### config.mk
export PLATFORM = sky130hd
export DESIGN_NAME = biphase_tape_frame_encoder_core
export DESIGN_NICKNAME = d
export VERILOG_FILES = /design/src/rtl/core/biph_pkg.sv /design/src/rtl/core/biph_queue.sv /design/src/rtl/core/biph_front.sv /design/src/rtl/core/biph_back.sv /design/src/rtl/core/biphase_tape_frame_encoder_core.sv
export SDC_FILE = /design/constraint.sdc
export NUM_CORES = 1
export LEC_CHECK = 0
export BUFFER_PORTS_ARGS = -buffer_cell sky130_fd_sc_hd__buf_2
export CAP_MARGIN = 20
export CORE_AREA = 2 2 151 153
export DETAILED_ROUTE_END_ITERATION = 12
export DIE_AREA = 0 0 153 155
export GPL_TIMING_DRIVEN = 0
export PLACE_DENSITY_LB_ADDON = 0.2
export SLEW_MARGIN = 20
export SYNTH_ARGS = -nofsm -noshare
export SYNTH_HDL_FRONTEND = slang
export SYNTH_SLANG_ARGS = --single-unit
### constraint.sdc
create_clock -name clk -period 3.56 [get_ports clk]
set_input_delay 0.356 -clock clk [delete_from_list [all_inputs] [get_ports clk]]
set_output_delay 0.356 -clock clk [all_outputs]
set_load 0.1 [all_outputs]
### src/rtl/core/biph_pkg.sv
// ----------------------------------------------------------------------------
// biph_pkg
// Shared types and constants for the biphase tape frame encoder.
// ----------------------------------------------------------------------------
package biph_pkg;

  // address width of the header start and end addresses
  localparam int ADDRESS_BITS = 16;

  // queue between front and back
  localparam int QUEUE_DEPTH = 2;
  localparam int QPTR_W      = $clog2(QUEUE_DEPTH);

  // register reset values
  localparam logic [7:0]  PILOT_BITS_RST  = 8'd247;
  localparam logic [7:0]  HIGH_LEVEL_RST  = 8'hB0;
  localparam logic [7:0]  LOW_LEVEL_RST   = 8'h50;
  localparam logic [15:0] HALFWAVE_RST    = 16'd417;

  // sync trailer bytes
  localparam logic [7:0] TRAIL_BYTE0 = 8'h00;
  localparam logic [7:0] TRAIL_BYTE2 = 8'hE6;

  // input opcodes
  localparam logic OP_START = 1'b0;
  localparam logic OP_BYTE  = 1'b1;

  // register indexes
  localparam logic [7:0] REG_PILOT_BITS = 8'd0;
  localparam logic [7:0] REG_HIGH_LEVEL = 8'd1;
  localparam logic [7:0] REG_LOW_LEVEL  = 8'd2;
  localparam logic [7:0] REG_HALFWAVE   = 8'd3;

  // segment codes
  typedef enum logic [2:0] {
    SEG_PILOT   = 3'd0,
    SEG_HEADER  = 3'd1,
    SEG_DATA    = 3'd2,
    SEG_TRAILER = 3'd3,
    SEG_CHECK   = 3'd4
  } seg_t;

  // frame phases
  typedef enum logic [1:0] {
    PH_IDLE   = 2'd0,
    PH_HEADER = 2'd1,
    PH_DATA   = 2'd2,
    PH_CHECK  = 2'd3
  } phase_t;

  // one unit of work for the back end: a pilot cell, or a byte with an
  // optional sync trailer behind it
  typedef struct packed {
    logic       pilot;
    logic [7:0] data;
    seg_t       seg;
    logic       trailer;
    logic       done;
    logic [7:0] rep;
  } job_t;

endpackage

### src/rtl/core/biph_queue.sv
// ----------------------------------------------------------------------------
// biph_queue
// Short job queue between the classifying front end and the cell back end.
// ----------------------------------------------------------------------------
module biph_queue (
  input  logic            clk,
  input  logic            rst_n,
  input  logic            push,
  input  biph_pkg::job_t  push_job,
  output logic            full,
  input  logic            pop,
  output biph_pkg::job_t  head_job,
  output logic            head_valid
);

  localparam int PW = biph_pkg::QPTR_W;
  localparam int CW = $clog2(biph_pkg::QUEUE_DEPTH + 1);

  biph_pkg::job_t entry_r [biph_pkg::QUEUE_DEPTH];
  logic [PW-1:0]  wr_ptr_r, wr_ptr_nxt;
  logic [PW-1:0]  rd_ptr_r, rd_ptr_nxt;
  logic [CW-1:0]  count_r, count_nxt;

  assign full       = (count_r == CW'(biph_pkg::QUEUE_DEPTH));
  assign head_valid = (count_r != '0);
  assign head_job   = entry_r[rd_ptr_r];

  // pointer and fill count update
  always_comb begin
    wr_ptr_nxt = wr_ptr_r;
    rd_ptr_nxt = rd_ptr_r;
    count_nxt  = count_r;
    if (push) begin
      wr_ptr_nxt = (wr_ptr_r == PW'(biph_pkg::QUEUE_DEPTH - 1)) ? '0 : wr_ptr_r + 1'b1;
    end
    if (pop) begin
      rd_ptr_nxt = (rd_ptr_r == PW'(biph_pkg::QUEUE_DEPTH - 1)) ? '0 : rd_ptr_r + 1'b1;
    end
    case ({push, pop})
      2'b10:   count_nxt = count_r + 1'b1;
      2'b01:   count_nxt = count_r - 1'b1;
      default: count_nxt = count_r;
    endcase
  end

  always_ff @(posedge clk) begin
    if (!rst_n) begin
      wr_ptr_r <= '0;
      rd_ptr_r <= '0;
      count_r  <= '0;
    end else begin
      wr_ptr_r <= wr_ptr_nxt;
      rd_ptr_r <= rd_ptr_nxt;
      count_r  <= count_nxt;
    end
  end

  // job storage
  always_ff @(posedge clk) begin
    if (push) begin
      entry_r[wr_ptr_r] <= push_job;
    end
  end

endmodule

### src/rtl/core/biph_front.sv
// ----------------------------------------------------------------------------
// biph_front
// Accepts input words, tracks the frame phase and the address window, and
// turns each word into a job for the back end.
// ----------------------------------------------------------------------------
module biph_front (
  input  logic            clk,
  input  logic            rst_n,
  input  logic            in_valid,
  output logic            in_ready,
  input  logic            in_op,
  input  logic [7:0]      in_byte,
  input  logic [7:0]      pilot_bits,
  input  logic            q_full,
  output logic            q_push,
  output biph_pkg::job_t  q_job
);

  localparam int AW = biph_pkg::ADDRESS_BITS;

  biph_pkg::phase_t phase_r, phase_nxt;
  logic [1:0]       bcnt_r, bcnt_nxt;
  logic [AW:0]      addr_r, addr_nxt;
  logic [AW-1:0]    end_r, end_nxt;
  logic [7:0]       hold_r, hold_nxt;
  logic [AW-1:0]    asm_addr;
  logic [AW:0]      addr_inc;
  logic             accept;

  assign in_ready = !q_full;
  assign accept   = in_valid && in_ready;
  assign asm_addr = AW'({in_byte, hold_r});
  assign addr_inc = addr_r + 1'b1;

  // classify the word and step the frame state
  always_comb begin
    phase_nxt   = phase_r;
    bcnt_nxt    = bcnt_r;
    addr_nxt    = addr_r;
    end_nxt     = end_r;
    hold_nxt    = hold_r;
    q_push      = 1'b0;
    q_job.pilot   = 1'b0;
    q_job.data    = in_byte;
    q_job.seg     = biph_pkg::SEG_HEADER;
    q_job.trailer = 1'b0;
    q_job.done    = 1'b0;
    q_job.rep     = 8'd1;
    if (accept) begin
      if (in_op == biph_pkg::OP_START) begin
        phase_nxt   = biph_pkg::PH_HEADER;
        bcnt_nxt    = '0;
        addr_nxt    = '0;
        end_nxt     = '0;
        hold_nxt    = '0;
        q_push      = (pilot_bits != 8'd0);
        q_job.pilot = 1'b1;
        q_job.data  = 8'd0;
        q_job.seg   = biph_pkg::SEG_PILOT;
        q_job.rep   = pilot_bits;
      end else begin
        case (phase_r)
          biph_pkg::PH_HEADER: begin
            q_push    = 1'b1;
            q_job.seg = biph_pkg::SEG_HEADER;
            case (bcnt_r)
              2'd0, 2'd2: begin
                hold_nxt = in_byte;
                bcnt_nxt = bcnt_r + 1'b1;
              end
              2'd1: begin
                addr_nxt = {1'b0, asm_addr};
                bcnt_nxt = 2'd2;
              end
              default: begin
                end_nxt  = asm_addr;
                bcnt_nxt = '0;
                // empty data run goes straight to the trailer
                if (addr_r > {1'b0, asm_addr}) begin
                  q_job.trailer = 1'b1;
                  phase_nxt     = biph_pkg::PH_CHECK;
                end else begin
                  phase_nxt = biph_pkg::PH_DATA;
                end
              end
            endcase
          end
          biph_pkg::PH_DATA: begin
            q_push    = 1'b1;
            q_job.seg = biph_pkg::SEG_DATA;
            addr_nxt  = addr_inc;
            if (addr_inc > {1'b0, end_r}) begin
              q_job.trailer = 1'b1;
              phase_nxt     = biph_pkg::PH_CHECK;
              bcnt_nxt      = '0;
            end
          end
          biph_pkg::PH_CHECK: begin
            q_push    = 1'b1;
            q_job.seg = biph_pkg::SEG_CHECK;
            if (bcnt_r == 2'd0) begin
              bcnt_nxt = 2'd1;
            end else begin
              q_job.done = 1'b1;
              phase_nxt  = biph_pkg::PH_IDLE;
              bcnt_nxt   = '0;
            end
          end
          default: begin
            phase_nxt = biph_pkg::PH_IDLE;
          end
        endcase
      end
    end
  end

  always_ff @(posedge clk) begin
    if (!rst_n) begin
      phase_r <= biph_pkg::PH_IDLE;
      bcnt_r  <= '0;
      addr_r  <= '0;
      end_r   <= '0;
      hold_r  <= '0;
    end else begin
      phase_r <= phase_nxt;
      bcnt_r  <= bcnt_nxt;
      addr_r  <= addr_nxt;
      end_r   <= end_nxt;
      hold_r  <= hold_nxt;
    end
  end

endmodule

### src/rtl/core/biph_back.sv
// ----------------------------------------------------------------------------
// biph_back
// Expands queued jobs into biphase bit cells, one cell per cycle while the
// receiver is ready, MSB first, into a registered output stage.
// ----------------------------------------------------------------------------
module biph_back (
  input  logic            clk,
  input  logic            rst_n,
  input  logic            head_valid,
  input  biph_pkg::job_t  head_job,
  output logic            q_pop,
  input  logic [7:0]      high_level,
  input  logic [7:0]      low_level,
  output logic            out_valid,
  input  logic            out_ready,
  output logic            out_bit,
  output logic [7:0]      out_first,
  output logic [7:0]      out_second,
  output logic [7:0]      out_rep,
  output biph_pkg::seg_t  out_seg,
  output logic            out_last,
  output logic            out_done
);

  logic [4:0]     idx_r, idx_nxt;
  logic           valid_r;
  logic           bit_r;
  logic [7:0]     first_r, second_r, rep_r;
  biph_pkg::seg_t seg_r;
  logic           last_r, done_r;

  logic [7:0]     cur_byte;
  logic           cur_bit;
  logic           cur_last;
  biph_pkg::seg_t cur_seg;
  logic [7:0]     cur_rep;
  logic           load;

  // pick the byte being sent: job byte, then trailer 00 00 E6
  always_comb begin
    case (idx_r[4:3])
      2'd0:    cur_byte = head_job.data;
      2'd3:    cur_byte = biph_pkg::TRAIL_BYTE2;
      default: cur_byte = biph_pkg::TRAIL_BYTE0;
    endcase
  end

  // cell fields for the current index
  always_comb begin
    if (head_job.pilot) begin
      cur_bit  = 1'b0;
      cur_seg  = biph_pkg::SEG_PILOT;
      cur_rep  = head_job.rep;
      cur_last = 1'b1;
    end else begin
      cur_bit  = cur_byte[3'd7 - idx_r[2:0]];
      cur_seg  = (idx_r[4:3] == 2'd0) ? head_job.seg : biph_pkg::SEG_TRAILER;
      cur_rep  = 8'd1;
      cur_last = (idx_r == 5'd7 && !head_job.trailer) || (idx_r == 5'd31);
    end
  end

  assign load    = head_valid && (!valid_r || out_ready);
  assign q_pop   = load && cur_last;
  assign idx_nxt = q_pop ? 5'd0 : (load ? idx_r + 1'b1 : idx_r);

  // control registers
  always_ff @(posedge clk) begin
    if (!rst_n) begin
      idx_r   <= '0;
      valid_r <= 1'b0;
    end else begin
      idx_r <= idx_nxt;
      if (load) begin
        valid_r <= 1'b1;
      end else if (out_ready) begin
        valid_r <= 1'b0;
      end
    end
  end

  // output word register
  always_ff @(posedge clk) begin
    if (load) begin
      bit_r    <= cur_bit;
      first_r  <= cur_bit ? low_level : high_level;
      second_r <= cur_bit ? high_level : low_level;
      rep_r    <= cur_rep;
      seg_r    <= cur_seg;
      last_r   <= cur_last;
      done_r   <= cur_last && head_job.done;
    end
  end

  assign out_valid  = valid_r;
  assign out_bit    = bit_r;
  assign out_first  = first_r;
  assign out_second = second_r;
  assign out_rep    = rep_r;
  assign out_seg    = seg_r;
  assign out_last   = last_r;
  assign out_done   = done_r;

endmodule

### src/rtl/core/biphase_tape_frame_encoder_core.sv
// ----------------------------------------------------------------------------
// biphase_tape_frame_encoder_core
// Biphase tape frame encoder: pilot, header, data, sync trailer and checksum
// bytes turned into bit cells with their half-wave amplitudes.
//
//   channel  dir  handshake            payload
//   in_      in   tvalid/tready        tdata = data_byte, tuser = opcode
//   out_     out  tvalid/tready/tlast  tdata = cell, tuser = segment, done
//   cfg_     in   we                   index, wdata (16 bits)
//
// A byte word gives 8 cells, one per cycle while the output is taken; a byte
// that closes the data run, or a last header byte that finds the run empty,
// gives 32 cells (its own plus the 00 00 E6 trailer); one with no frame open
// gives none. A start word gives one pilot cell, or none when the pilot
// length is zero. The cell back end sets the rate; the front end classifies
// the next word while the back end is still busy, through a two-entry queue.
// Reset is synchronous; a stalled output holds the queue and then the input.
// ----------------------------------------------------------------------------
module biphase_tape_frame_encoder_core (
  input  logic        clk,
  input  logic        rst_n,
  input  logic        in_tvalid,
  output logic        in_tready,
  input  logic [7:0]  in_tdata,   // [7:0] data_byte
  input  logic        in_tuser,   // [0] opcode
  output logic        out_tvalid,
  input  logic        out_tready,
  output logic [31:0] out_tdata,  // [0] bit_value, [8:1] first_level,
                                  // [16:9] second_level, [24:17] repeat_count
  output logic [3:0]  out_tuser,  // [2:0] segment, [3] frame_done
  output logic        out_tlast,  // last_in_run
  input  logic        cfg_we,
  input  logic [7:0]  cfg_index,
  input  logic [15:0] cfg_wdata
);

  logic [7:0]  pilot_bits_r;
  logic [7:0]  high_level_r;
  logic [7:0]  low_level_r;
  logic [15:0] halfwave_r;

  logic           q_full, q_push, q_pop, q_valid;
  biph_pkg::job_t q_in_job, q_head_job;

  logic           c_bit, c_last, c_done;
  logic [7:0]     c_first, c_second, c_rep;
  biph_pkg::seg_t c_seg;

  // configuration registers
  always_ff @(posedge clk) begin
    if (!rst_n) begin
      pilot_bits_r <= biph_pkg::PILOT_BITS_RST;
      high_level_r <= biph_pkg::HIGH_LEVEL_RST;
      low_level_r  <= biph_pkg::LOW_LEVEL_RST;
      halfwave_r   <= biph_pkg::HALFWAVE_RST;
    end else if (cfg_we) begin
      case (cfg_index)
        biph_pkg::REG_PILOT_BITS: pilot_bits_r <= cfg_wdata[7:0];
        biph_pkg::REG_HIGH_LEVEL: high_level_r <= cfg_wdata[7:0];
        biph_pkg::REG_LOW_LEVEL:  low_level_r  <= cfg_wdata[7:0];
        biph_pkg::REG_HALFWAVE:   halfwave_r   <= cfg_wdata;
        default: ;
      endcase
    end
  end

  // front end
  biph_front u_front (
    .clk        (clk),
    .rst_n      (rst_n),
    .in_valid   (in_tvalid),
    .in_ready   (in_tready),
    .in_op      (in_tuser),
    .in_byte    (in_tdata),
    .pilot_bits (pilot_bits_r),
    .q_full     (q_full),
    .q_push     (q_push),
    .q_job      (q_in_job)
  );

  // job queue
  biph_queue u_queue (
    .clk        (clk),
    .rst_n      (rst_n),
    .push       (q_push),
    .push_job   (q_in_job),
    .full       (q_full),
    .pop        (q_pop),
    .head_job   (q_head_job),
    .head_valid (q_valid)
  );

  // cell back end
  biph_back u_back (
    .clk        (clk),
    .rst_n      (rst_n),
    .head_valid (q_valid),
    .head_job   (q_head_job),
    .q_pop      (q_pop),
    .high_level (high_level_r),
    .low_level  (low_level_r),
    .out_valid  (out_tvalid),
    .out_ready  (out_tready),
    .out_bit    (c_bit),
    .out_first  (c_first),
    .out_second (c_second),
    .out_rep    (c_rep),
    .out_seg    (c_seg),
    .out_last   (c_last),
    .out_done   (c_done)
  );

  // output packing
  assign out_tdata = {7'd0, c_rep, c_second, c_first, c_bit};
  assign out_tuser = {c_done, c_seg};
  assign out_tlast = c_last;

endmodule

==> results of run 1 <==
## through the flow
| stage | TNS (ns) | worst slack [ns] | cell area [um2] |
|---|---|---|---|
| 6_report | 0 | 0.2024 | 8966 |
| 5_1_grt | 0 | 0.08298 | 8966 |
| 4_1_cts | 0 | 0.07886 | 8941 |
| 3_5_place_dp | -0.4259 | -0.1293 | 8352 |
| 3_3_place_gp | -1.199 | -0.1242 | 8309 |
| 2_1_floorplan | 0 | 0.1840 | 7652 |
## metal layers
| metal | vias up | global-route usage, % | share of wire [%] |
|---|---|---|---|
| met2 | 118 | 26.33 | 48 |
| li1 | 2788 | - | - |
| met1 | 2627 | 21.52 | 47 |
| met3 | 28 | 3.064 | 4.0 |
| met5 | - | 0 | 0 |
| met4 | 0 | 5.644 | 1.7 |
## worst max-delay path, cell delays in order (launching register included)
cell     delay [ns]
dfxtp_1        0.44
and3_1         0.23
and4_1         0.29
and2_1         0.30
nand3_1        0.17
xnor2_2        0.19
ha_1           0.36
nand3_1        0.12
or3_1          0.36
o32ai_1        0.17
a21oi_2        0.09
nor3_2         0.25
nor2_1         0.13
mux2i_1        0.13
## cell usage after synthesis, types with 2 or more instances
library cell  count  area (um2)
and3_1            9       56.30
o22a_1            4       35.03
clkbuf_1         29       108.9
nor2b_1           4       25.02
o21ai_0          14       70.07
mux2_4            9       135.1
dfxtp_1          80        1602
o211ai_1          3       22.52
nor4_1            3       18.77
a21oi_1          57       285.3
and2_1           12       75.07
o31ai_1           3       22.52
o2111ai_1         4       35.03
nor3_1            8       40.04
ha_1             47       588.1
xnor2_1          14       122.6
mux4_2            4       90.09
xor2_1            7       61.31
buf_4             9       67.56
mux2_2            9       101.4
nand3_1          44       220.2
and4_1            2       17.52
a21o_1            2       15.01
inv_1            46       172.7
buf_6             2       22.52
a31oi_1           8       50.05
mux2i_1          40       400.4
a2bb2oi_1         2       17.52
nor2_1           71       266.5
or3_1             6       37.54
nand2_1          71       266.5
nand2b_1         14       87.58
a2111oi_0         2       17.52
nand4_1           9       56.30
edfxtp_1         74        2222
or4_1             2       15.01
## final timing paths
kind	from	to	slack, ns	depth (start not counted)
hold / removal	cfg_wdata[5]	pilot_bits_r[5]	0.18	3
setup reg to reg	u_front.addr_r[4]	u_front.bcnt_r[0]	0.20	13
hold reg to reg	u_front.end_r[4]	u_front.end_r[4]	0.45	2
setup / recovery	u_front.addr_r[4]	u_front.bcnt_r[0]	0.20	13
## registers in the layout (all words and copies together), names as in the netlist, 3 cells and up, named ones only
register / count
u_back.idx_r: 5
u_front.hold_r: 8
pilot_bits_r: 8
u_queue.entry_r: 44
u_back.out_first: 8
u_back.out_seg: 3
u_back.out_second: 8
u_front.addr_r: 17
high_level_r: 8
u_front.end_r: 16
u_back.out_rep: 8
low_level_r: 8
## power groups by stage
| stage | Sequential, mW | Clock, mW | Combinational [mW] |
|---|---|---|---|
| 6_report | 2.25 | 1.81 | 2.11 |
| 5_1_grt | 2.27 | 1.93 | 2.24 |
| 4_1_cts | 2.25 | 1.84 | 2.13 |
| 3_5_place_dp | 2.29 | 0 | 2.12 |
| 3_3_place_gp | 2.30 | 0 | 2.06 |
| 2_1_floorplan | 3.12 | 0 | 0.873 |
## logic make-up (layout without fill, tap and decap cells)
logic type	count (synthesis)	count (layout)
compound gates	108	108
xor+xnor	21	21
fa+ha+maj	47	47
buf+inv	87	179
flops	154	154
mux	63	63
other cells	1	7
simple gates	261	261
## layout make-up
cell class / count / area, um2 / area share, %
inverter: 46 / 172.7 / 1.926
clock inverter: 15 / 157.7 / 1.758
tap: 285 / 356.6 / 3.977
sequential: 154 / 3826 / 42.67
clock buffer: 17 / 425.4 / 4.745
timing repair buffer: 61 / 327.8 / 3.656
buffer: 40 / 198.9 / 2.219
multi-input combinational: 507 / 3501 / 39.05
## cell usage in the layout, fill, tap and decap left out, drive strengths merged, types with 3 or more instances in the layout
master    n
dfxtp    80
edfxtp   74
buf      73
nand2    72
nor2     71
a21oi    57
inv      55
ha       47
clkbuf   45
nand3    44
mux2i    40
mux2     18
o21ai    14
nand2b   14
xnor2    14
and2     12
and3      9
nand4     9
nor3      9
a31oi     8
xor2      7
conb      7
or3       6
mux4      5
clkinv    5
nor2b     4
o22a      4
o2111ai   4
nor4      4
o31ai     3
o211ai    3
a211oi    3
## what timing repair did
item / CTS / global route
hold buffers: 0 / 0
resized for setup: 2 / 6
setup endpoints to repair: 4 / 6
setup buffers: 0 / 0
==> summary.md, run 1 <==
| Metric | Value |
|---|---|
| Share of layout cells above drive strength 1 | 16.55% |
| Worst-path clk slew | 0.07 ns |
| Combinational power share | 34.2% |
| WP data arrival | 3.67 ns |
| Routed Antenna Nets | 0 |
| Worst-case clock buffer depth | 2 |
| GPL Wtd Cong | 0.8261 |
| Register area share after synthesis | 50.11% |
| Ant diodes | 0 |
| FILL cells | 2,189 |
| Slew headroom | 46.21% |
| Clock tree from TritonCTS | yes |
| Chip width | 153 um |
| Largest family of logic cells by synthesized area | simple AND/OR/NAND/NOR gates |
| Seq cells post-synth | 154 |
| Post-synthesis adder-cell area fraction | 7.707% |
| Final slew viol count | 0 |
| Post-route core utilization | 40.34% |
| Leakage power | 3.539 nW |
| P&R area growth vs syn | 17.51% |
| Power share of the clock group | 29.3% |
| CP endpoint kind | register |
| Chip height | 155 um |
| Share of power burned in registers | 36.5% |
| WL per Instance | 16.54 um |
| Fraction of the cycle the final worst path needs | 94.31% |
| Dpl hpwl | 13,700 um |
| Global route overflow | 0 |
| Starting Density | 34.33% |
| HP Class | in -> reg |
| WHS | 0.1751 ns |
| Async set-reset flop share out of synthesis | 0% |
| Sw power | 2.502 mW |
| Pwr Total | 6.175 mW |
| Sw frac | 40.52% |
| Placed cells | 1,094 |
| Tmin final | 3.358 ns |
| Final #Nets | 912 |
| Yosys warns | 0 |
| First-pass GRT wire length | 29,680 um |
| Pwr/cell area | 688.7 mW/mm2 |
| Row Count | 55 |
| Clock sinks | 154 |
| Number of synthesized flops with an enable pin | 74 |
| Worst VDD drop | 0.3293 mV |
| Simple-gate area share of the yosys netlist | 16.23% |
| Vias per cell | 4.943 |
| Synthesized area | 0.007630 mm2 |
| Fmax achieved | 297.8 MHz |
| IO Pins | 77 |
| Critical path type | reg -> reg |
| Status | finished, final reports clean |
| Initial antenna violation count | 0 |
| Final Setup Violations | 0 |
| Mapped Cells | 742 |
| Worst Setup Start Kind | register |
| Hold Violations, Final | 0 |
| Router iterations before antenna repair | 5 |
| WL final | 18,610 um |
| Least-Margin Pin Slew | 0.8025 ns |
| Xor and xnor area share after synthesis | 2.411% |
| Core area | 0.02223 mm2 |
| Syn avg cell area | 10.28 um2 |
| RSZ-0062 raised after global routing | false |
| PortBufs | 60 |
| Layout Cells excl Fill | 1,125 |
| Max-cap viol count | 0 |
| Skew-Pair Late Insertion Delay | 0.43 ns |
| GRT Overall Usage | 16.12% |
| Vias in the first global route | 5,482 |
| Setup Skew | 0.01289 ns |
| Yosys cell types | 54 |
| CTS root buf | clkbuf_16 |
| Via count | 5,561 |
| Largest net degree at the start of global routing | 25 |
| Die ar. | 0.02372 mm2 |
| Number of remaining DRC errors | 0 |
| Worst path required time | 3.87 ns |
| Post-synthesis compound-gate area fraction | 8.691% |
| CTS buffer count | 17 |
| Max H-tree Level | 4 |
| Max Fanout on Critical Path | 5 |
| Mux share of post-synthesis cell area | 9.872% |
| Initial DRC count | 309 |
| Pint | 3.673 mW |
| Post-synth top flop | dfxtp_1 |
Power figures use the tool's default switching activity.
==> run 2: changes to the inputs <==
--- a/config.mk
+++ b/config.mk
@@ -7,9 +7,9 @@
 export LEC_CHECK = 0
 export BUFFER_PORTS_ARGS = -buffer_cell sky130_fd_sc_hd__buf_2
 export CAP_MARGIN = 20
-export CORE_AREA = 2 2 151 153
+export CORE_AREA = 2 2 131 133
 export DETAILED_ROUTE_END_ITERATION = 12
-export DIE_AREA = 0 0 153 155
+export DIE_AREA = 0 0 133 135
 export GPL_TIMING_DRIVEN = 0
 export PLACE_DENSITY_LB_ADDON = 0.2
 export SLEW_MARGIN = 20
==> run 2 against run 1 <==
  * Sequential power about the same
  * Count of clock-buffer cells in the layout stayed put
  * Via count rose by 4.7%
  * Core utilization rose by 14 points
  * Sequential share of layout area rose by 0.55 points
  * Clock skew is essentially flat
  * Critical path depth shrank 1
  * Final area down 1.3%
  * Worst hold slack improved by 0.0028 ns
  * Routed wire length decreased by 1.3%
  * Total power shrank 1.9%
==> summary.md, run 2 (synthesis gave the netlist of run 1 again) <==
| Metric | Value |
|---|---|
| Row Count | 47 (was 55) |
| IO Pins | 77 (unchanged) |
| Max-cap viol count | 0 (unchanged) |
| Initial antenna violation count | 0 (unchanged) |
| Die ar. | 0.01796 mm2 (was 0.02372 mm2) |
| Top Family by Delay on Critical Path | simple AND/OR/NAND/NOR gates (unchanged) |
| Layout Cells excl Fill | 1,061 (was 1,125) |
| CP Cell Sequence | ha_1 -> nand2_1 -> nor4_4 -> nand3_1 -> xnor2_1 -> ha_1 -> nand3_1 -> or3_1 -> o32ai_1 -> a21oi_2 -> o21ai_0 -> a21oi_1 (was and3_1 -> and4_1 -> and2_1 -> nand3_1 -> xnor2_2 -> ha_1 -> nand3_1 -> or3_1 -> o32ai_1 -> a21oi_2 -> nor3_2 -> nor2_1 -> mux2i_1) |
| Max stage delay on crit path | 0.48 ns (was 0.44 ns) |
| R2R depth | 12 (was 13) |
| Pwr Total | 6.057 mW (was 6.175 mW) |
| Ant diodes | 0 (unchanged) |
| Pwr/cell area | 684.5 mW/mm2 (was 688.7 mW/mm2) |
| Final #Nets | 913 (was 912) |
| Via count | 5,823 (was 5,561) |
| Slowest-stage cell, CP | dfxtp_1 (unchanged) |
| Largest net degree at the start of global routing | 23 (was 25) |
| Leakage power | 3.518 nW (was 3.539 nW) |
| Worst-case clock buffer depth | 2 (unchanged) |
| Setup Skew | 0.01260 ns (was 0.01289 ns) |
| Core area | 0.01641 mm2 (was 0.02223 mm2) |
| Cell count along the critical path | 12 (was 13) |
| Worst Setup Start Kind | register (unchanged) |
| Routed Antenna Nets | 0 (unchanged) |
| Placed cell areas | 0.008280 mm2 (was 0.008352 mm2) |
| P&R area growth vs syn | 15.97% (was 17.51%) |
| Hold Path End | pilot_bits_r[7] (was pilot_bits_r[5]) |
| CP Buf/Inv Count | 0 (unchanged) |
| First-pass GRT wire length | 28,990 um (was 29,680 um) |
| HP Class | in -> reg (unchanged) |
| Setup slack, reg-to-reg | 0.09 ns (was 0.20 ns) |
| Fmax achieved | 288.3 MHz (was 297.8 MHz) |
| GRT Overall Usage | 20.91% (was 16.12%) |
| CTS root buf | clkbuf_16 (unchanged) |
| Chip width | 133 um (was 153 um) |
| Chip height | 135 um (was 155 um) |
| WHS | 0.1779 ns (was 0.1751 ns) |
| Initial DRC count | 426 (was 309) |
| R2r startpoint | u_front.addr_r[0] (was u_front.addr_r[4]) |
| WP data arrival | 3.61 ns (was 3.67 ns) |
| Share of layout cells above drive strength 1 | 16.53% (was 16.55%) |
| Tmin final | 3.468 ns (was 3.358 ns) |
| Clock sinks | 154 (unchanged) |
| Vias in the first global route | 5,690 (was 5,482) |
| Final Setup Violations | 0 (unchanged) |
| FILL cells | 1,384 (was 2,189) |
| Slew headroom | 41.74% (was 46.21%) |
| Setup_tns | 0 ns (unchanged) |
| Hold buffers post-CTS | 0 (unchanged) |
| Router iterations before antenna repair | 5 (unchanged) |
| Clock tree from TritonCTS | yes (unchanged) |
| Status | finished, final reports clean (unchanged) |
| Worst VDD drop | 0.4994 mV (was 0.3293 mV) |
| WL per Instance | 17.31 um (was 16.54 um) |
| Skew-Pair Late Insertion Delay | 0.42 ns (was 0.43 ns) |
| Least-Margin Pin Slew | 0.8692 ns (was 0.8025 ns) |
| Worst path required time | 3.70 ns (was 3.87 ns) |
| Fraction of the cycle the final worst path needs | 97.42% (was 94.31%) |
| Global route overflow | 0 (unchanged) |
| CP endpoint kind | register (unchanged) |
| Commonest non-fill, non-tap cell in the layout | dfxtp_1 (unchanged) |
| Dpl hpwl | 13,430 um (was 13,700 um) |
| Hold Path Depth | 3 (unchanged) |
| Largest registers | u_queue.entry_r (44), u_front.addr_r (17), u_front.end_r (16) (unchanged) |
| Starting Density | 46.50% (was 34.33%) |
| PortBufs | 60 (unchanged) |
| Placed cells | 1,030 (was 1,094) |
| Register with the most flip-flops | u_queue.entry_r (unchanged) |
| Critical path type | reg -> reg (unchanged) |
| Max H-tree Level | 4 (unchanged) |
| CTS buffer count | 17 (unchanged) |
| Most frequent cells in the layout | 79 x dfxtp_1, 74 x edfxtp_1, 71 x nand2_1 (was 78 x dfxtp_1, 74 x edfxtp_1, 71 x nand2_1) |
| Final Cell Area | 0.008848 mm2 (was 0.008966 mm2) |
| WL final | 18,370 um (was 18,610 um) |
| Min-Delay Startpoint | cfg_wdata[7] (was cfg_wdata[5]) |
| R2r endpoint | u_queue.entry_r[1][9] (was u_front.bcnt_r[0]) |
| GPL Wtd Cong | 0.9436 (was 0.8261) |
| Final slew viol count | 0 (unchanged) |
| Max reg flops | 44 (unchanged) |
| Max Fanout on Critical Path | 7 (was 5) |
| Hold Violations, Final | 0 (unchanged) |
| Vias per cell | 5.488 (was 4.943) |
| Number of remaining DRC errors | 0 (unchanged) |
| Worst-path clk slew | 0.07 ns (about the same) |
-- run 2: cell types whose count changed in the layout (fill, tap and decap cells not counted), sizes merged --
cell      before  now
buf           73   74
bufinv         1    0
clkinv         5    7
clkinvlp       0    1
inv           55   53
-- run 2: metal layers --
layer | share of wire, % | track usage (%) | vias up | wire length [um]
li1 | - | - | 2788 | -
met1 | 44 | 27.31 | 2782 | 8129
met2 | 48 | 33.82 | 210 | 8729
met3 | 5.7 | 3.941 | 43 | 1042
met4 | 2.5 | 9.737 | 0 | 464
met5 | 0 | 0 | - | 0
-- run 2: where the power goes --
group | switching [mW] | internal, mW | total, mW
logic | 1.61 | 0.526 | 2.14
clock network | 0.757 | 0.904 | 1.66
registers | 0.0954 | 2.16 | 2.26
-- run 2: stage by stage --
stage	worst slack, ns	util [%]
floorplan	0.1840	-
global placement	0.007374	50.15
detailed placement	0.01373	50.47
CTS	0.06299	53.82
global route	-0.05691	53.93
finish	0.09169	53.93
-- run 2: timing repair --
action | 4_1_cts | 5_1_grt
endpoints found under the setup margin | 2 | 6
setup buffers | 0 | 0
gates cloned | 0 | 0
resized for setup | 2 | 5
-- run 2: cell type report --
| cell class | instances | area (um2) | share of cell area [%] |
|---|---|---|---|
| tap | 220 | 275.3 | 3.111 |
| clock buffer | 17 | 425.4 | 4.808 |
| sequential | 154 | 3825 | 43.23 |
| buffer | 40 | 198.9 | 2.248 |
| timing repair buffer | 62 | 342.8 | 3.874 |
| multi-input combinational | 507 | 3495 | 39.49 |
| clock inverter | 15 | 113.9 | 1.287 |
| inverter | 46 | 172.7 | 1.951 |
-- run 2: worst max-delay path by stage --
stage	end	start
floorplan	u_queue.entry_r[0][0]	u_queue.count_r[0]
global placement	u_front.bcnt_r[1]	u_front.addr_r[0]
detailed placement	u_front.bcnt_r[1]	u_front.addr_r[0]
CTS	u_front.bcnt_r[1]	u_front.addr_r[2]
global route	u_queue.entry_r[1][9]	u_front.addr_r[0]
finish	u_queue.entry_r[1][9]	u_front.addr_r[0]
-- run 2: worst register-to-register path: stages, from the launching register on --
cell	delay, ns
dfxtp_1	0.48
ha_1	0.29
nand2_1	0.13
nor4_4	0.42
nand3_1	0.15
xnor2_1	0.18
ha_1	0.35
nand3_1	0.12
or3_1	0.36
o32ai_1	0.17
a21oi_2	0.11
o21ai_0	0.27
a21oi_1	0.16
